--- config.mk ---
export PLATFORM = sky130hd
export DESIGN_NAME = hsl_to_rgb_converter_top
export DESIGN_NICKNAME = d
export VERILOG_FILES = /design/src/hsl_pkg.sv /design/src/hsl_prep.sv /design/src/hsl_lane.sv /design/src/hsl_to_rgb_converter_top.sv
export SDC_FILE = /design/constraint.sdc
export NUM_CORES = 2
export LEC_CHECK = 0
export ABC_AREA = 0
export BUFFER_PORTS_ARGS = -buffer_cell sky130_fd_sc_hd__buf_2
export CAP_MARGIN = 20
export CORE_MARGIN = 2
export CORE_UTILIZATION = 60
export DETAILED_ROUTE_END_ITERATION = 10
export PLACE_DENSITY = 0.89
export SYNTH_ARGS = -nofsm -noshare
export SYNTH_HDL_FRONTEND = slang
export SYNTH_SLANG_ARGS = --single-unit
--- constraint.sdc ---
create_clock -name clk -period 23.2 [get_ports clk]
set_input_delay 4.64 -clock clk [delete_from_list [all_inputs] [get_ports clk]]
set_output_delay 4.64 -clock clk [all_outputs]
set_load 0.02 [all_outputs]
--- src/hsl_pkg.sv ---
`default_nettype none

package hsl_pkg;

    // Default number of fraction bits of the internal fixed-point format.
    localparam int HSL_FRAC_BITS = 15;

    // Hue arithmetic, in whole degrees.
    localparam logic [9:0] HUE_WRAP    = 10'd360;
    localparam logic [9:0] HUE_THIRD   = 10'd120;
    localparam logic [9:0] HUE_2THIRDS = 10'd240;

    // Piece of the four-piece test that a channel falls into.
    localparam logic [1:0] PIECE_RAMP = 2'd0;  // t2 + round(D * k / 60)
    localparam logic [1:0] PIECE_T1   = 2'd1;  // flat top, t1
    localparam logic [1:0] PIECE_T2   = 2'd2;  // flat bottom, t2

    // Per-channel control that travels from the front end to a lane.
    typedef struct packed {
        logic [1:0] piece;
        logic [5:0] k;      // ramp weight, 0..60
    } chan_ctl_t;

    // Offset a hue that is already in 0..359 and wrap it back into 0..359.
    function automatic logic [8:0] wrap_hue(input logic [8:0] h, input logic [9:0] off);
        logic [9:0] sum;
        sum = {1'b0, h} + off;
        if (sum >= HUE_WRAP)
        begin
            sum = sum - HUE_WRAP;
        end
        return sum[8:0];
    endfunction

    // Sort a channel hue into its piece and derive the ramp weight.
    function automatic chan_ctl_t hue_to_ctl(input logic [8:0] deg);
        chan_ctl_t  ctl;
        logic [8:0] diff;
        diff = 9'(HUE_2THIRDS) - deg;
        if (deg < 9'd60)
        begin
            ctl.piece = PIECE_RAMP;
            ctl.k     = deg[5:0];
        end
        else if (deg < 9'd180)
        begin
            ctl.piece = PIECE_T1;
            ctl.k     = 6'd0;
        end
        else if (deg < 9'(HUE_2THIRDS))
        begin
            ctl.piece = PIECE_RAMP;
            ctl.k     = diff[5:0];
        end
        else
        begin
            ctl.piece = PIECE_T2;
            ctl.k     = 6'd0;
        end
        return ctl;
    endfunction

endpackage

`default_nettype wire

--- src/hsl_prep.sv ---
`default_nettype none

module hsl_prep
    import hsl_pkg::*;
#(
    parameter int FRAC_BITS = HSL_FRAC_BITS,
    localparam int QW = FRAC_BITS + 1,
    localparam int TW = FRAC_BITS + 3,
    localparam int MW = FRAC_BITS + 2
)
(
    input  wire logic                 clk,
    input  wire logic                 en,
    input  wire logic [8:0]           hue_degrees,
    input  wire logic [6:0]           saturation_pct,
    input  wire logic [6:0]           lightness_pct,
    output logic signed [TW-1:0]      t1,
    output logic signed [TW-1:0]      t2,
    output logic [MW-1:0]             d_mag,
    output logic                      d_neg,
    output chan_ctl_t                 red_ctl,
    output chan_ctl_t                 green_ctl,
    output chan_ctl_t                 blue_ctl
);

    localparam int PW = 2 * FRAC_BITS + 2;
    localparam logic [QW:0]   Q_ONE  = (QW + 1)'(1) << FRAC_BITS;
    localparam logic [PW-1:0] P_HALF = PW'(1) << (FRAC_BITS - 1);

    // Percent to fixed point, round(pct * 2^F / 100), as a constant table.
    logic [QW-1:0] pct_lut [0:100];

    for (genvar i = 0; i <= 100; i++)
    begin : g_pct
        localparam longint unsigned PCT_Q =
            ((longint'(i) << FRAC_BITS) + 64'd50) / 64'd100;
        assign pct_lut[i] = QW'(PCT_Q);
    end

    // Stage 1: wrap the hue, clamp the percentages and look up S and L.
    logic [8:0]    hue_norm;
    logic [6:0]    sat_clamp;
    logic [6:0]    lig_clamp;
    logic [8:0]    hue_reg;
    logic [QW-1:0] s1_reg;
    logic [QW-1:0] l1_reg;
    logic          lt1_reg;

    assign hue_norm  = (hue_degrees >= 9'(HUE_WRAP)) ? hue_degrees - 9'(HUE_WRAP)
                                                     : hue_degrees;
    assign sat_clamp = (saturation_pct > 7'd100) ? 7'd100 : saturation_pct;
    assign lig_clamp = (lightness_pct > 7'd100) ? 7'd100 : lightness_pct;

    always_ff @(posedge clk)
    begin
        if (en)
        begin
            hue_reg <= hue_norm;
            s1_reg  <= pct_lut[sat_clamp];
            l1_reg  <= pct_lut[lig_clamp];
            lt1_reg <= (lig_clamp < 7'd50);
        end
    end

    // Stage 2: one product, L*(1+S) for dark colors or L*S otherwise.
    logic [QW:0]     mul_b;
    logic [PW-1:0]   mul_p;
    logic [QW:0]     p2_reg;
    logic [QW-1:0]   s2_reg;
    logic [QW-1:0]   l2_reg;
    logic            lt2_reg;
    chan_ctl_t       red2_reg;
    chan_ctl_t       green2_reg;
    chan_ctl_t       blue2_reg;

    assign mul_b = lt1_reg ? (Q_ONE + (QW + 1)'(s1_reg)) : (QW + 1)'(s1_reg);
    assign mul_p = PW'(l1_reg) * PW'(mul_b) + P_HALF;

    always_ff @(posedge clk)
    begin
        if (en)
        begin
            p2_reg     <= mul_p[FRAC_BITS +: QW + 1];
            s2_reg     <= s1_reg;
            l2_reg     <= l1_reg;
            lt2_reg    <= lt1_reg;
            red2_reg   <= hue_to_ctl(wrap_hue(hue_reg, HUE_THIRD));
            green2_reg <= hue_to_ctl(hue_reg);
            blue2_reg  <= hue_to_ctl(wrap_hue(hue_reg, HUE_2THIRDS));
        end
    end

    // Stage 3: the two temporaries and their difference D = t1 - t2.
    logic [TW-1:0]        p_ext;
    logic [TW-1:0]        l_ext;
    logic [TW-1:0]        s_ext;
    logic [TW-1:0]        t1_u;
    logic signed [TW-1:0] t1_s;
    logic signed [TW-1:0] t2_s;
    logic signed [TW-1:0] d_s;
    logic signed [TW-1:0] d_abs;
    logic signed [TW-1:0] t1_reg;
    logic signed [TW-1:0] t2_reg;
    logic [MW-1:0]        dmag_reg;
    logic                 dneg_reg;
    chan_ctl_t            red3_reg;
    chan_ctl_t            green3_reg;
    chan_ctl_t            blue3_reg;

    assign p_ext = TW'(p2_reg);
    assign l_ext = TW'(l2_reg);
    assign s_ext = TW'(s2_reg);
    assign t1_u  = lt2_reg ? p_ext : (l_ext + s_ext - p_ext);
    assign t1_s  = signed'(t1_u);
    assign t2_s  = signed'({l_ext[TW-2:0], 1'b0}) - t1_s;
    assign d_s   = t1_s - t2_s;
    assign d_abs = d_s[TW-1] ? -d_s : d_s;

    always_ff @(posedge clk)
    begin
        if (en)
        begin
            t1_reg     <= t1_s;
            t2_reg     <= t2_s;
            dmag_reg   <= d_abs[MW-1:0];
            dneg_reg   <= d_s[TW-1];
            red3_reg   <= red2_reg;
            green3_reg <= green2_reg;
            blue3_reg  <= blue2_reg;
        end
    end

    assign t1        = t1_reg;
    assign t2        = t2_reg;
    assign d_mag     = dmag_reg;
    assign d_neg     = dneg_reg;
    assign red_ctl   = red3_reg;
    assign green_ctl = green3_reg;
    assign blue_ctl  = blue3_reg;

endmodule

`default_nettype wire

--- src/hsl_lane.sv ---
`default_nettype none

module hsl_lane
    import hsl_pkg::*;
#(
    parameter int FRAC_BITS = HSL_FRAC_BITS,
    localparam int TW = FRAC_BITS + 3,
    localparam int MW = FRAC_BITS + 2
)
(
    input  wire logic                 clk,
    input  wire logic                 en,
    input  wire logic signed [TW-1:0] t1,
    input  wire logic signed [TW-1:0] t2,
    input  wire logic [MW-1:0]        d_mag,
    input  wire logic                 d_neg,
    input  wire chan_ctl_t            ctl,
    output logic [7:0]                level
);

    localparam int QW = FRAC_BITS + 1;
    localparam int YW = FRAC_BITS + 8;
    localparam int RW = FRAC_BITS + 3;
    localparam int CW = TW + 1;
    localparam int LW = QW + 8;
    localparam longint unsigned RECIP_L = (64'd1 << YW) / 64'd60;
    localparam logic [RW-1:0] RECIP  = RW'(RECIP_L);
    localparam logic [QW-1:0] Q_ONE  = QW'(1) << FRAC_BITS;
    localparam logic [LW-1:0] L_HALF = LW'(1) << (FRAC_BITS - 1);

    // Stage 4: scale |D| by the ramp weight.
    logic [YW-1:0]        num_reg;
    logic [1:0]           piece4_reg;
    logic                 neg4_reg;
    logic signed [TW-1:0] t14_reg;
    logic signed [TW-1:0] t24_reg;

    always_ff @(posedge clk)
    begin
        if (en)
        begin
            num_reg    <= YW'(d_mag) * YW'(ctl.k);
            piece4_reg <= ctl.piece;
            neg4_reg   <= d_neg;
            t14_reg    <= t1;
            t24_reg    <= t2;
        end
    end

    // Stage 5: add half the divisor and multiply by the reciprocal of 60.
    logic [YW-1:0]        y_next;
    logic [YW+RW-1:0]     mq_reg;
    logic [YW-1:0]        y_reg;
    logic [1:0]           piece5_reg;
    logic                 neg5_reg;
    logic signed [TW-1:0] t15_reg;
    logic signed [TW-1:0] t25_reg;

    assign y_next = num_reg + YW'(30);

    always_ff @(posedge clk)
    begin
        if (en)
        begin
            mq_reg     <= (YW + RW)'(y_next) * (YW + RW)'(RECIP);
            y_reg      <= y_next;
            piece5_reg <= piece4_reg;
            neg5_reg   <= neg4_reg;
            t15_reg    <= t14_reg;
            t25_reg    <= t24_reg;
        end
    end

    // Stage 6: correct the estimate by one and pick the channel value.
    // The estimate is the true quotient or one short of it.
    logic [MW-1:0]        q_est;
    logic [YW-1:0]        rem;
    logic [MW-1:0]        quot;
    logic signed [CW-1:0] q_s;
    logic signed [CW-1:0] ramp;
    logic signed [CW-1:0] c_next;
    logic signed [CW-1:0] c_reg;

    assign q_est = mq_reg[YW +: MW];
    assign rem   = y_reg - YW'(q_est) * YW'(60);
    assign quot  = (rem >= YW'(60)) ? q_est + MW'(1) : q_est;
    assign q_s   = signed'(CW'(quot));
    assign ramp  = CW'(t25_reg) + (neg5_reg ? -q_s : q_s);

    always_comb
    begin
        case (piece5_reg)
            PIECE_RAMP: c_next = ramp;
            PIECE_T1:   c_next = CW'(t15_reg);
            default:    c_next = CW'(t25_reg);
        endcase
    end

    always_ff @(posedge clk)
    begin
        if (en)
        begin
            c_reg <= c_next;
        end
    end

    // Stage 7: clamp to [0, 1] and scale to an 8-bit level, rounded half up.
    logic [QW-1:0] c_clamp;
    logic [LW-1:0] lvl_p;
    logic [8:0]    lvl_wide;
    logic [7:0]    level_reg;

    always_comb
    begin
        if (c_reg[CW-1])
        begin
            c_clamp = '0;
        end
        else if (c_reg > signed'(CW'(Q_ONE)))
        begin
            c_clamp = Q_ONE;
        end
        else
        begin
            c_clamp = c_reg[QW-1:0];
        end
    end

    assign lvl_p    = LW'(c_clamp) * LW'(255) + L_HALF;
    assign lvl_wide = lvl_p[FRAC_BITS +: 9];

    always_ff @(posedge clk)
    begin
        if (en)
        begin
            level_reg <= lvl_wide[8] ? 8'd255 : lvl_wide[7:0];
        end
    end

    assign level = level_reg;

endmodule

`default_nettype wire

--- src/hsl_to_rgb_converter_top.sv ---
// Channel   Direction  tdata fields (lowest bit first)
// s_axis    in         hue_degrees[8:0], saturation_pct[15:9], lightness_pct[22:16]
// m_axis    out        red_level[7:0], green_level[15:8], blue_level[23:16]
//
// One color enters per clock unless the output holds a result that is not taken;
// each color passes seven register stages: three in the shared front
// end and four in each of the three channel lanes.
// rst_n clears only the stage valid bits; the data registers carry no reset.
// When the output holds a result that is not taken, the whole pipeline holds
// and s_tready drops; empty stages still fill while the output is free.
`default_nettype none

module hsl_to_rgb_converter_top
    import hsl_pkg::*;
#(
    parameter int FRAC_BITS = HSL_FRAC_BITS
)
(
    input  wire logic        clk,
    input  wire logic        rst_n,
    input  wire logic        s_tvalid,
    output logic             s_tready,
    input  wire logic [23:0] s_tdata,   // hue_degrees, saturation_pct, lightness_pct
    output logic             m_tvalid,
    input  wire logic        m_tready,
    output logic [23:0]      m_tdata    // red_level, green_level, blue_level
);

    localparam int TW     = FRAC_BITS + 3;
    localparam int MW     = FRAC_BITS + 2;
    localparam int STAGES = 7;

    // Pipeline advance: the whole pipeline moves unless a result is held.
    logic               en;
    logic [STAGES-1:0]  vld_reg;
    logic [STAGES-1:0]  vld_next;

    assign en       = m_tready || !vld_reg[STAGES-1];
    assign s_tready = en;
    assign vld_next = en ? {vld_reg[STAGES-2:0], s_tvalid} : vld_reg;

    always_ff @(posedge clk or negedge rst_n)
    begin
        if (!rst_n)
        begin
            vld_reg <= '0;
        end
        else
        begin
            vld_reg <= vld_next;
        end
    end

    // Shared front end: fixed-point S and L, temporaries and channel pieces.
    logic signed [TW-1:0] t1;
    logic signed [TW-1:0] t2;
    logic [MW-1:0]        d_mag;
    logic                 d_neg;
    chan_ctl_t            red_ctl;
    chan_ctl_t            green_ctl;
    chan_ctl_t            blue_ctl;

    hsl_prep #(
        .FRAC_BITS (FRAC_BITS)
    ) u_prep (
        .clk            (clk),
        .en             (en),
        .hue_degrees    (s_tdata[8:0]),
        .saturation_pct (s_tdata[15:9]),
        .lightness_pct  (s_tdata[22:16]),
        .t1             (t1),
        .t2             (t2),
        .d_mag          (d_mag),
        .d_neg          (d_neg),
        .red_ctl        (red_ctl),
        .green_ctl      (green_ctl),
        .blue_ctl       (blue_ctl)
    );

    // One lane per color channel.
    logic [7:0] red_level;
    logic [7:0] green_level;
    logic [7:0] blue_level;

    hsl_lane #(
        .FRAC_BITS (FRAC_BITS)
    ) u_lane_red (
        .clk   (clk),
        .en    (en),
        .t1    (t1),
        .t2    (t2),
        .d_mag (d_mag),
        .d_neg (d_neg),
        .ctl   (red_ctl),
        .level (red_level)
    );

    hsl_lane #(
        .FRAC_BITS (FRAC_BITS)
    ) u_lane_green (
        .clk   (clk),
        .en    (en),
        .t1    (t1),
        .t2    (t2),
        .d_mag (d_mag),
        .d_neg (d_neg),
        .ctl   (green_ctl),
        .level (green_level)
    );

    hsl_lane #(
        .FRAC_BITS (FRAC_BITS)
    ) u_lane_blue (
        .clk   (clk),
        .en    (en),
        .t1    (t1),
        .t2    (t2),
        .d_mag (d_mag),
        .d_neg (d_neg),
        .ctl   (blue_ctl),
        .level (blue_level)
    );

    assign m_tvalid = vld_reg[STAGES-1];
    assign m_tdata  = {blue_level, green_level, red_level};

`ifndef ASSERT_OFF
    // t1 never falls below L, so the difference D is never negative.
    a_d_nonneg: assert property (@(posedge clk) disable iff (!rst_n)
        vld_reg[2] |-> !d_neg)
        else $error("negative t1 - t2 difference in front end");

    // A held output freezes every stage valid bit.
    a_hold: assert property (@(posedge clk) disable iff (!rst_n)
        !s_tready |=> vld_reg == $past(vld_reg))
        else $error("pipeline moved while output was held");

    // An item in the next-to-last stage reaches the output on the next advance.
    a_reach: assert property (@(posedge clk) disable iff (!rst_n)
        s_tready && vld_reg[STAGES-2] |=> m_tvalid)
        else $error("item lost before the output stage");
`endif

endmodule

`default_nettype wire

After elaboration in Yosys (flattened, before gate mapping). Memories as Yosys holds them, arrays and structs flattened. A register that Yosys moved wholly into a read port is not among the register bits. Cells that the tools add are included.

Flip-flop bits (word level): 591. Memories: 2. Bits of input ports: 28. ROM bits: 4096. Word-level logic and storage cells: 169.

Memory list: (name not given) (depth 128, bits a word 16, rd ports 1, clocked after Yosys merged registers in 1, wr ports 0, RTL line hsl_prep.sv:59) `s1_reg <= pct_lut[sat_clamp];`; (name not given) (depth 128, bits a word 16, rd ports 1, clocked after Yosys merged registers in 1, wr ports 0, RTL line hsl_prep.sv:60) `l1_reg <= pct_lut[lig_clamp];`.

Multiplexer cells: 34. Eq/ne operators: 3. Bitwise operators: 2. Order comparisons: 21. Add/subtract/negate cells: 33. $mul: 13. Reductions and logical operators: 8.

Operators by type and width (count): multiplier 23 x 17 -> 39 bit (second input constant) (3); case mux 19 bit (2 select lines) (3); 2-to-1 mux 16 bit (6); 2-to-1 mux 17 bit (5); adder 24 x 15 -> 24 bit (second input constant) (3); multiplier 16 x 8 -> 24 bit (second input constant) (3); adder 23 x 5 -> 23 bit (second input constant) (3); greater-or-equal comparator 23 x 6 -> 1 bit (second input constant) (3); multiplier 17 x 6 -> 23 bit (3); subtractor 23 bit (3); multiplier 17 x 4 -> 21 bit (second input constant) (3); adder 18 x 19 -> 19 bit (3); greater-than comparator 19 x 17 -> 1 bit (second input constant) (3); 2-to-1 mux 19 bit (3); negation 17 -> 19 bit (3); less-than comparator 9 x 8 -> 1 bit (second input constant) (6); adder 17 x 1 -> 17 bit (second input constant) (3); 2-to-1 mux 9 bit (5); subtractor 18 bit (2); 2-to-1 mux 7 bit (5); adder 32 x 15 -> 32 bit (second input constant) (1); multiplier 16 x 17 -> 32 bit (1); less-than comparator 9 x 6 -> 1 bit (second input constant) (3); subtractor 9 bit (second input constant) (3); 20 further kinds (35).

Depth between registers and ports, before layout.
Word-level depth: 8. Gate-level depth with buffers: 54. Depth with buffers taken out: 51.

Hierarchy. Synthesis repeated with hierarchy kept, for this count alone.

Cells, all modules: 8292. Area total of the unflattened synthesis: 81329.3 um^2.

Modules (own cells, without submodules): hsl_prep (cells an instance 2556, area an instance 22819.4 um^2, seq. area each 5765.5 um^2, times used 1); hsl_lane at u_lane_green (cells an instance 1932, area an instance 19613.8 um^2, seq. area each 4984.8 um^2, times used 1); hsl_lane at u_lane_red (cells an instance 1914, area an instance 19317.3 um^2, seq. area each 4984.8 um^2, times used 1); hsl_lane at u_lane_blue (cells an instance 1874, area an instance 19282.2 um^2, seq. area each 4984.8 um^2, times used 1); hsl_to_rgb_converter_top (cells an instance 16, area an instance 296.5 um^2, seq. area each 175.2 um^2, times used 1).

Least setup slack after synthesis. No wires, ideal clock.

Path type: input-to-output. Start point: input m_tready. End point: output s_tready. Stages on the path: 2. Buffers on the path: 1. Setup slack: -1.019 ns. Arrival: 19.579 ns. Cells stage by stage: nand2b_1 > clkbuf_1.

Longest elaborated chain between the ends: 1.

Ends and longest elaborated chain: start: declaration (RTL line hsl_to_rgb_converter_top.sv:25) `input wire logic m_tready,`; logical OR 1 bit (RTL line hsl_to_rgb_converter_top.sv:38) `assign en = m_tready || !vld_reg[STAGES-1];`; end: declaration (RTL line hsl_to_rgb_converter_top.sv:22) `output logic s_tready,`.

No other way between the ends.

Worst setup path in the final report.
Start point: register u_lane_blue.mq_reg[23]. End point: register u_lane_blue.c_reg[18], data pin.

Longest elaborated chain between the ends: 8. Elaborated cells between the ends (all ways): 9.

Ends and longest elaborated chain: start: declaration (RTL line hsl_lane.sv:52) `logic [YW+RW-1:0] mq_reg;`; start signal: assignment (RTL line hsl_lane.sv:65) `mq_reg <= (YW + RW)'(y_next) * (YW + RW)'(RECIP);`; multiplier 17 x 4 -> 21 bit (RTL line hsl_lane.sv:85) `assign rem = y_reg - YW'(q_est) * YW'(60);`; subtractor 23 bit (RTL line hsl_lane.sv:85); greater-or-equal comparator 23 x 6 -> 1 bit (RTL line hsl_lane.sv:86) `assign quot = (rem >= YW'(60)) ? q_est + MW'(1) : q_est;`; 2-to-1 mux 17 bit * (RTL line hsl_lane.sv:86); negation 17 -> 19 bit (RTL line hsl_lane.sv:88) `assign ramp = CW'(t25_reg) + (neg5_reg ? -q_s : q_s);`; 2-to-1 mux 19 bit * (RTL line hsl_lane.sv:88); adder 18 x 19 -> 19 bit * (RTL line hsl_lane.sv:88); case mux 19 bit (2 select lines) * (RTL line hsl_lane.sv:92) `case (piece5_reg)`; named net u_lane_blue.c_next[18] (RTL line hsl_lane.sv:81) `logic signed [CW-1:0] c_next;`; end signal: assignment (RTL line hsl_lane.sv:103) `c_reg <= c_next;`; end: declaration (RTL line hsl_lane.sv:82) `logic signed [CW-1:0] c_reg;`.

Mark *: on every way through the listed nets, which the timed path passes. The rest lies on a longest branch. A chain may end at the register's enable or synchronous reset.

==> results.toml <==
[critical_path]
crit_path_start = "u_lane_blue.mq_reg[23]"
path_class = "reg -> reg"
critPathMaxFanout = 15
crit_path_top_delay_cell = "fa_1"
max_stage_delay_ps = 670
critPathLaunchType = "flop"
critPathRequiredTime_ps = 23580
r2r_start = "u_lane_blue.mq_reg[23]"
reg2reg_depth = 50
r2r_end = "u_lane_blue.c_reg[18]"
critPathCapture = "u_lane_blue.c_reg[18]"
cp-end-kind = "flop"
path_common_cell = "a21oi_1"
cp.arrival_ps = 12870
reg2reg_slack_ps = 10710

[finish]
drive_gt1_frac = 0.0405
ff_latch_area_um2 = 16300
final_common_cell = "inv_1"
synthToLayoutAreaGrowth_pct = 5.31
finalNetCount = 9604
fin_area_um2 = 78300
fillCellCount = 9197
multi_input_area_um2 = 52500
layout_common_cells = "inv_1, ha_1, fa_1"

[floorplanning]
core_um2 = 123000
die_h_um = 356
fp.dieArea_um2 = 127000
initial_utilization = 0.603
die_x_um = 356
design.portCount = 54
rows = 129

[timing]
finalSetupTns_ps = 0
fin_ws_ps = 10710
relSlewSlack = 0.192
rsz0062_at_grt = "no"
fin_crit_sh = 0.539
finalSetupViolCount = 0
slew_violations = 0
holdWs_ps = 406
max_freq_mhz = 80.0
tightest_slew_ps = 1200
hold_viol = 0
period_needed_ps = 12490
fin_skew_ps = 41.2

[synthesis]
synth-compound-area-share = 0.121
yosysSeqAreaShare = 0.219
syn_area_um2 = 74400
synthAdderAreaFrac = 0.388
synth_top_family_by_area = "adder cells"
ys_types = 101
yosysWarnings = 0
synthXorXnorAreaFrac = 0.0594
synthTopCellsByArea = "edfxtp_1, fa_1, ha_1"
synth-edff-count = 537
synthArstFlopShare = 0.0129
yosysTopAreaCell = "edfxtp_1"
synth_top_area_frac = 0.217
synth-seq-cells = 544
synth_flop_cell = "edfxtp_1"
yosys.area_share.simple = 0.122
synth_cells = 7815
synth_mux_area_frac = 0.0131
syn_area_per_cell_um2 = 9.52

[clock_tree]
cts_resized = 0
post_cts_buffers = 0
cts.path.max_buffers = 3
clkTransAtPathRegs_ps = 70
cts.sinks = 544
cts_made_buffers = 67
cts_root_buf = "clkbuf_16"
insertion_delay_ps = 660
postCtsHoldBufs = 0
cts_max_level = 3
tritoncts = "yes"

[global_routing]
grt_busiest_layer = "met2"
grt_pass1_wl_um = 296000
grt_usage = 0.286
grtUsageMet1 = 0.354
grt_pass1_vias = 59512
antenna_found_initial = 4
overflow = 0
use_met2 = 0.487
use_met3 = 0.0432
grt_start_max_net_pins = 91

[outcome]
outcome = "finished, final reports clean"

[placement]
placed_area_um2 = 76100
gp_congestion = 0.957
place_hpwl_um = 138000
pre_cts_slack_ps = 11220
io_buffers = 52

[detailed_routing]
num_vias = 57127
post-route-drc-count = 0
drtAntennaViolNets = 0
wl_per_cell_um = 19.1
via_per_inst = 6.05
drt-pass1-iter-count = 7
totalWireLength_um = 180000
detail_route.iter0.violations = 5144

[job]
max-cap-violations = 0

[worst_hold_path]
min_path_type = "reg -> reg"
## metal layers
metal / vias up / part of all wire
li1: 26132 / -
met1: 27639 / 0.38
met2: 2665 / 0.48
met3: 689 / 0.081
met4: 2 / 0.053
met5: - / 0.000072
## how the worst min path moves through the flow
stage | startpoint | to | slack, ps | depth (start not counted)
6_report | u_prep.green2_reg[5] | u_prep.green_ctl[5] | 410 | 0
5_1_grt | u_prep.t2[4] | u_lane_red.t24_reg[4] | 410 | 0
4_1_cts | u_prep.t2[2] | u_lane_red.t24_reg[2] | 410 | 0
3_5_place_dp | u_prep.t1[14] | u_lane_red.t14_reg[14] | 400 | 0
3_3_place_gp | u_prep.green2_reg[2] | u_prep.green_ctl[2] | 400 | 0
2_1_floorplan | u_prep.blue_ctl[6] | u_lane_blue.piece4_reg[0] | 400 | 0
## cell type report
cell class,instances,area share
Multi-Input combinational cell,5768,0.670
Sequential cell,544,0.208
Inverter,1280,0.0613
Tap cell,1637,0.0261
Clock buffer,76,0.0224
Timing Repair Buffer,86,0.00677
Clock inverter,45,0.00573
Antenna cell,1,0.0000319
## cells in the mapped netlist, drive strengths merged, types with 19 or more instances
| library cell | count |
|---|---|
| and2 | 201 |
| buf | 21 |
| nand2 | 770 |
| clkbuf | 216 |
| nor4 | 26 |
| or2 | 26 |
| nor3 | 147 |
| nand3 | 91 |
| nand4 | 33 |
| o21ai | 325 |
| o22ai | 19 |
| ha | 1039 |
| nor3b | 22 |
| edfxtp | 537 |
| a21o | 102 |
| o21bai | 81 |
| or3 | 37 |
| o21a | 59 |
| xnor2 | 345 |
| a31oi | 61 |
| o211ai | 38 |
| a211oi | 56 |
| xor2 | 159 |
| fa | 790 |
| a21boi | 21 |
| nand2b | 51 |
| mux2i | 30 |
| nor2 | 370 |
| mux2 | 56 |
| and3 | 66 |
| o31ai | 32 |
| a21oi | 374 |
| nor2b | 50 |
| inv | 1276 |
## critical path, delay by kind of cell, from the launching register on
kind,cells,cell delay [ps]
AOI/OAI and AO/OA,26,5760
adders and majority gates,6,2630
and+or+nand+nor,10,1940
xor gates and xnor gates,4,780
DFF,1,610
buffers and inverters,4,510
## through the flow
stage,cells,utilization
3_5_place_dp,9310,0.617
4_1_cts,9431,0.635
2_1_floorplan,7829,-
3_3_place_gp,9310,0.617
6_report,9437,0.635
5_1_grt,9436,0.635
## kinds of logic (layout without fill, tap and decap cells)
group	after synthesis	count (layout)
simple gates	1934	1934
fa+ha+maj	1832	1832
buf+inv	1517	1487
compound gates	1394	1394
flops	544	544
xor+xnor	504	504
mux	88	88
other cells	2	17
Power is not shown: default switching activity piles up to over one toggle a cycle in this logic, so the estimate is an artifact.
